## src/hw/rtl/ll1pp_pkg.sv

```systemverilog
// shared types and constants for the ll1 predictive parse engine
// no dependencies
`timescale 1ns / 1ps

package ll1pp_pkg;

    localparam logic [2:0] FN_SET_CLASS = 3'd0;
    localparam logic [2:0] FN_SET_KIND  = 3'd1;
    localparam logic [2:0] FN_SET_RULE  = 3'd2;
    localparam logic [2:0] FN_BEGIN     = 3'd3;
    localparam logic [2:0] FN_FEED      = 3'd4;

    localparam logic [1:0] ST_OK     = 2'd0;
    localparam logic [1:0] ST_ACCEPT = 2'd1;
    localparam logic [1:0] ST_REJECT = 2'd2;
    localparam logic [1:0] ST_LIMIT  = 2'd3;

    localparam logic [1:0] CLS_TERM    = 2'd1;
    localparam logic [1:0] CLS_NONTERM = 2'd2;

    localparam logic [1:0] KIND_EPS  = 2'd1;
    localparam logic [1:0] KIND_RULE = 2'd2;

    localparam logic [1:0] PH_IDLE = 2'd0;
    localparam logic [1:0] PH_RUN  = 2'd1;
    localparam logic [1:0] PH_DONE = 2'd2;

    localparam logic CFG_START = 1'b0;
    localparam logic CFG_END   = 1'b1;

    typedef struct packed {
        logic [2:0] func;
        logic [7:0] symbol;
        logic [1:0] sym_class;
        logic [3:0] class_index;
        logic [3:0] row;
        logic [3:0] col;
        logic [1:0] entry_kind;
        logic [3:0] rhs_length;
        logic [2:0] rhs_position;
    } t_in_item;

    typedef struct packed {
        logic [1:0] status;
        logic [6:0] stack_depth;
    } t_out_item;

    typedef enum logic [3:0] {
        DP_NONE, DP_CLEAR, DP_LOAD, DP_BEGIN, DP_TOKCAP, DP_TOP,
        DP_TOPCAP, DP_EVAL, DP_KIND, DP_PUSH, DP_EMIT
    } t_dp_op;

    typedef struct packed {
        t_dp_op op;
    } t_dp_cmd;

    typedef struct packed {
        logic clr_done;
        logic go_begin;
        logic go_feed;
        logic sp_zero;
        logic eval_done;
        logic kind_fail;
        logic kind_len0;
        logic push_last;
        logic out_free;
    } t_dp_stat;

endpackage

```

## src/hw/rtl/ll1pp_ctrl.sv

```systemverilog
// sequencing state machine of the parse engine
// depends on ll1pp_pkg
`timescale 1ns / 1ps

module ll1pp_ctrl (
    input  logic               i_clk,
    input  logic               i_rst_n,
    input  logic               i_in_valid,
    output logic               o_in_ready,
    input  ll1pp_pkg::t_dp_stat i_stat,
    output ll1pp_pkg::t_dp_cmd  o_cmd
);
    import ll1pp_pkg::*;

    typedef enum logic [9:0] {
        S_CLEAR  = 10'b0000000001,
        S_IDLE   = 10'b0000000010,
        S_BEGIN  = 10'b0000000100,
        S_TOKCAP = 10'b0000001000,
        S_TOP    = 10'b0000010000,
        S_TOPCAP = 10'b0000100000,
        S_EVAL   = 10'b0001000000,
        S_KIND   = 10'b0010000000,
        S_PUSH   = 10'b0100000000,
        S_OUT    = 10'b1000000000
    } t_state;

    t_state r_state, n_state;
    t_dp_op w_op;

    always_comb begin
        n_state = r_state;
        w_op    = DP_NONE;
        unique case (r_state)
            S_CLEAR: begin
                w_op = DP_CLEAR;
                if (i_stat.clr_done) n_state = S_IDLE;
            end
            S_IDLE: begin
                if (i_in_valid) begin
                    w_op = DP_LOAD;
                    if (i_stat.go_begin)     n_state = S_BEGIN;
                    else if (i_stat.go_feed) n_state = S_TOKCAP;
                    else                     n_state = S_OUT;
                end
            end
            S_BEGIN: begin
                w_op    = DP_BEGIN;
                n_state = S_OUT;
            end
            S_TOKCAP: begin
                w_op    = DP_TOKCAP;
                n_state = S_TOP;
            end
            S_TOP: begin
                w_op    = DP_TOP;
                n_state = i_stat.sp_zero ? S_OUT : S_TOPCAP;
            end
            S_TOPCAP: begin
                w_op    = DP_TOPCAP;
                n_state = S_EVAL;
            end
            S_EVAL: begin
                w_op    = DP_EVAL;
                n_state = i_stat.eval_done ? S_OUT : S_KIND;
            end
            S_KIND: begin
                w_op = DP_KIND;
                if (i_stat.kind_fail)      n_state = S_OUT;
                else if (i_stat.kind_len0) n_state = S_TOP;
                else                       n_state = S_PUSH;
            end
            S_PUSH: begin
                w_op = DP_PUSH;
                if (i_stat.push_last) n_state = S_TOP;
            end
            S_OUT: begin
                if (i_stat.out_free) begin
                    w_op    = DP_EMIT;
                    n_state = S_IDLE;
                end
            end
            default: n_state = S_CLEAR;
        endcase
    end

    always_ff @(posedge i_clk) begin
        if (!i_rst_n) begin
            r_state <= S_CLEAR;
        end else begin
            r_state <= n_state;
        end
    end

    assign o_in_ready = (r_state == S_IDLE);
    assign o_cmd.op   = w_op;

endmodule

```

## config.mk

```make
export PLATFORM = sky130hd
export DESIGN_NAME = ll1pp_ctrl
export DESIGN_NICKNAME = d
export VERILOG_FILES = /design/src/hw/rtl/ll1pp_pkg.sv /design/src/hw/rtl/ll1pp_ctrl.sv
export SDC_FILE = /design/constraint.sdc
export NUM_CORES = 1
export LEC_CHECK = 0
export BUFFER_PORTS_ARGS = -buffer_cell sky130_fd_sc_hd__buf_2
export CAP_MARGIN = 40
export CORE_MARGIN = 3
export CORE_UTILIZATION = 53
export CTS_BUF_LIST = sky130_fd_sc_hd__clkbuf_16
export CTS_CLUSTER_DIAMETER = 80
export CTS_CLUSTER_SIZE = 24
export DETAILED_ROUTE_END_ITERATION = 10
export HOLD_SLACK_MARGIN = 0.03
export PLACE_DENSITY = 0.8
export SLEW_MARGIN = 25
export SYNTH_ARGS = -nofsm -noshare
export SYNTH_HDL_FRONTEND = slang
export SYNTH_SLANG_ARGS = --single-unit
export TNS_END_PERCENT = 10
```

## constraint.sdc

```tcl
create_clock -name i_clk -period 2.3 [get_ports i_clk]
set_input_delay 0.23 -clock i_clk [delete_from_list [all_inputs] [get_ports i_clk]]
set_output_delay 0.23 -clock i_clk [all_outputs]
set_load 0.01 [all_outputs]
```

### Yosys cells after proc, flatten, opt, wreduce, memory -nomap -nowiden

Cells that the tools add are included.

* bits in registers: 10
* input bits: 12
* output and inout bits: 5
* logic and storage cells: 30

* equality and inequality tests: 14
* muxes and demuxes: 14
* reduce and logical (&&, ||, !) cells: 1

Operator list (count)
* 10-bit one-hot mux with 10 select lines: 1
* 10-bit 2-to-1 mux: 9
* 4-bit one-hot mux with 10 select lines: 1
* 10-bit by 1-bit == test with 1-bit output, second input constant: 1
* 10-bit == test, second input constant: 1
* 10-bit by 2-bit == test with 1-bit output, second input constant: 1
* 10-bit by 3-bit == test with 1-bit output, second input constant: 1
* 10-bit by 4-bit == test with 1-bit output, second input constant: 1
* 10-bit by 5-bit == test with 1-bit output, second input constant: 1
* 10-bit by 6-bit == test with 1-bit output, second input constant: 1
* 10-bit by 7-bit == test with 1-bit output, second input constant: 1
* 10-bit by 8-bit == test with 1-bit output, second input constant: 1
* 10-bit by 9-bit == test with 1-bit output, second input constant: 1
* 9-bit 2-to-1 mux: 1
* 2-bit inequality test, second input constant: 4
* 4-bit 2-to-1 mux: 1
* 4-bit AND reduction: 1
* 2-bit 2-to-1 mux: 1

### Logic depth before layout (Yosys ltp)

* depth in word-level cells: 4
* mapped depth: 6
* gate-level depth less buffers: 5

### Least setup slack after synthesis

Ideal clock, no wire load.

* path kind: flip-flop to output port
* from: reg r_state[9]
* to: out o_cmd[1] in the netlist's numbering
* arrival: 1.381 ns
* required time: 2.070 ns
* setup slack: 0.689 ns
* stages on the path, launching flop included: 7
* path buffers: 1
* path through: dfxtp_1 buf_6 nor4_1 nand4_1 inv_1 a21oi_1 o2111ai_1

RTL lines
* from (decl): RTL line ll1pp_ctrl.sv:28 `t_state r_state, n_state;`
* from (signal assigned): RTL line ll1pp_ctrl.sv:91 `r_state <= n_state;`
* to (decl): RTL line ll1pp_ctrl.sv:11 `output ll1pp_pkg::t_dp_cmd o_cmd`

==> qor.yml <==
detailed_routing:
  drcViolationCount: 0
  avgViaCountPerCell: 6.374
  drtIter0Drc: 54
  vias: 835
  detail_route.wirelength_mm: 2.066
  drt_first_pass_iters: 4
  detail_route.wl_per_cell_um: 15.77
  drtAntennaViolNets: 0
worst_setup_path:
  critical_path.endpoint_type: "output pin"
  rr_worst_depth: 5
  worstSetupPathType: "flop to output pin"
  max_stage_delay_ns: 0.58
  start_kind: "flop"
  critical_path_peak_fanout: 9
  timing.critical_path.arrival_ns: 1.90
  crit_required_ns: 2.07
  regToRegSetupSlack_ns: 0.50
  crit_path_cell_trace: "nor4_4 > nand3_1 > nand2_1 > nor2_1 > o21ai_0 > buf_2"
  regToRegEndpoint: "r_state[0]$_SDFFE_PN1P_"
  slowest_stage: "nor4_4"
  timing.rr.start: "r_state[3]$_SDFFE_PN0P_"
synthesis:
  synth_simple_gate_area_share_pct: 42.23
  yosys.area.top_type: "dfxtp_1"
  synth-edff-count: 0
  synth_area_leaders: "dfxtp_1 (26%), nor4_1 (5.7%), nor2b_1 (4.1%)"
  synth_top_family_by_area: "simple AND/OR/NAND/NOR gates"
  ys_ff_latch: 10
  proportion_of_synthesized_flip_flops_having_asynchronous_set_or_reset_pct: 0
  synth.yosys.seq_area_share_pct: 26.19
  post_synth_mux_area_share_pct: 0
  synthesis.area_per_instance_um2: 7.722
  synth_warnings: 0
  net_count_of_the_mapped_netlist: 111
  synth_xor_area_share_pct: 2.291
  ys.flop_type: "dfxtp_1"
  yosys-top-cells-count: "dfxtp_1 (10), inv_1 (8), nand2_1 (7), nor4_1 (7)"
  synth.most_common_cell: "dfxtp_1"
  synth_adder_area_share_pct: 0
  synth_cells: 99
  mappedNetlistArea_um2: 764.5
  synth.distinct_cells: 38
  synth_compound_gate_area_share_pct: 20.62
  yosysTopAreaCellShare_pct: 26.19
floorplan:
  initial_utilization_pct: 57.32
  design.die.area_mm2: 0.001934
  io_pins: 17
  dieHeight_um: 43.98
  die_w_um: 43.98
  placementRows: 13
  placeableCoreArea_mm2: 0.001334
grt:
  grt_max_degree: 12
  grt_pass1_vias: 749
  grt_remaining_overflow: 0
  wire_length_of_the_first_global_routing_pass_mm: 3.360
  global_route.usage.total_pct: 24.01
  grt_antenna_before_repair: 0
sta:
  fin_worst_skew_ns: 0.001656
  tightestPinTransition_ns: 0.5826
  final_setup_violations: 0
  final_max_slew_viol_count: 0
  final.setup.tns_ns: 0
  finalCritPeriodShare_pct: 92.44
  finalHoldViolations: 0
  relative_slew_margins_pct: 60.87
  max_clock_freq_mhz: 470.3
  grt_setup_unrepaired: "false"
  post-route-min-period_ns: 2.126
clocking:
  cts.sinks: 10
  cts_repair_resize_count: 0
  root_buffer: "clkbuf_16"
  cts-hold-fix-buffers: 0
  cts_buffers: 3
  worst_setup_hold_path_clk_slew_ns: 0.04
  htree_levels: 1
  clock_tree_from_tritoncts: "yes"
  cts_setup_buffers: 0
  cts_buffer_depth: 2
  clkLatencyLatePin_ns: 0.24
power_and_ir_drop:
  power_density_mw_per_mm2: 945.2
  combinationalPowerShare_pct: 35.7
  static_power_due_to_leakage_nw: 0.4032
  switching_share_pct: 36.39
  power.clock.fraction_pct: 36.3
  netSwitchingPower_uw: 316.7
  p_int_uw: 553.7
  power_uw: 870.4
  worst_ir_drop_vdd_mv: 0.6418
  p_seq_share_pct: 28.0
layout:
  nNetsFinal: 129
  drive_above_1_share_pct: 25.00
  number_of_fill_cells_in_the_layout: 121
  largest_register: "r_state"
  largest_registers: "r_state (10)"
  antennaDiodeCount: 0
  area_delta_synth_final_pct: 20.46
  largest_reg_flops: 10
hold_path:
  whs_path_depth: 2
  hold_path_class: "input pin to flop"
  worst_hold_path.endpoint: "r_state[5]$_SDFFE_PN0P_"
  worst_hold_startpoint: "i_stat[5]"
placement:
  port_buffers: 16
  place.gp.congestion: 0.8821
  dp.final_hpwl_mm: 1.430
run:
  max_cap_violations: 0
status:
  result_of_the_run: "finished clean"
-- power groups by stage --
stage / Sequential, mW / Combinational, mW / Clock, mW
after floorplan: 0.201 / 0.282 / 0
after global placement: 0.244 / 0.301 / 0
after detailed placement: 0.245 / 0.301 / 0
after CTS: 0.242 / 0.306 / 0.318
after global routing: 0.248 / 0.345 / 0.327
final: 0.244 / 0.310 / 0.316
-- how the worst max path moves through the flow --
stage,startpoint,slack [ns],to,cells after the start
floorplan,r_state[9]$_SDFFE_PN0P_,0.69,o_cmd[1],6
global placement,r_state[9]$_SDFFE_PN0P_,0.53,o_cmd[0],6
detailed placement,r_state[3]$_SDFFE_PN0P_,0.49,o_cmd[0],6
CTS,r_state[3]$_SDFFE_PN0P_,0.23,o_cmd[0],6
global route,r_state[9]$_SDFFE_PN0P_,0.009,o_cmd[0],6
finish,r_state[3]$_SDFFE_PN0P_,0.17,o_cmd[0],6
-- final cells by class --
type	instances	area, µm²	area share, %
multi-input combinational	76	498.0	54.08
tap	15	18.77	2.038
sequential	10	200.2	21.74
inverter	8	30.03	3.261
clock inverter	1	3.754	0.4076
timing repair buffer	18	95.09	10.33
clock buffer	3	75.07	8.152
-- cells in the final DEF, fill, tap and decap left out, drive strengths merged, types with 2 or more instances in the layout --
master  synthesis  layout
o21ai           5       5
dfxtp          10      10
o211ai          2       2
nand4           3       3
clkbuf          0       3
nand2b          3       3
nand4b          2       2
nand3           4       4
nor2b           5       5
buf             5      18
nor3b           3       3
a21oi           6       6
nor2            5       5
inv             8       8
nor3            6       6
a22oi           2       2
nand2           9       9
nor4            9       9
-- worst max-delay path, delay by kind of cell, from the launching register on --
family	cells	cell delay [ns]
compound gates	1	0.07
flops	1	0.37
simple gates	4	1.06
buf+inv	1	0.15
-- per-stage QoR --
| stage | area [µm²] | hold WS [ns] | cells | worst slack, ns | util (%) |
|---|---|---|---|---|---|
| floorplan | 764.5 | 0.3058 | 99 | 0.6885 | - |
| global placement | 842.1 | 0.4173 | 127 | 0.5319 | 63.13 |
| detailed placement | 842.1 | 0.4178 | 127 | 0.4870 | 63.13 |
| CTS | 920.9 | 0.1665 | 131 | 0.2256 | 69.04 |
| global route | 920.9 | 0.1857 | 131 | 0.008602 | 69.04 |
| finish | 920.9 | 0.1673 | 131 | 0.1738 | 69.04 |
-- routing by layer --
layer / GRT usage, % / up-vias / share of wire, %
met2: 35.17 / 46 / 47
met1: 30.42 / 374 / 40
li1: - / 404 / -
met5: 0 / - / 0
met4: 17.47 / 0 / 3.4
met3: 5.394 / 11 / 8.8
-- cells by family (layout without fill, tap and decap cells) --
logic type	Yosys count	after routing
xor gates and xnor gates	2	2
and+or+nand+nor	52	52
buffers and inverters	13	30
DFF	10	10
AOI/OAI and AO/OA	22	22
Power figures use the tool's default switching activity.
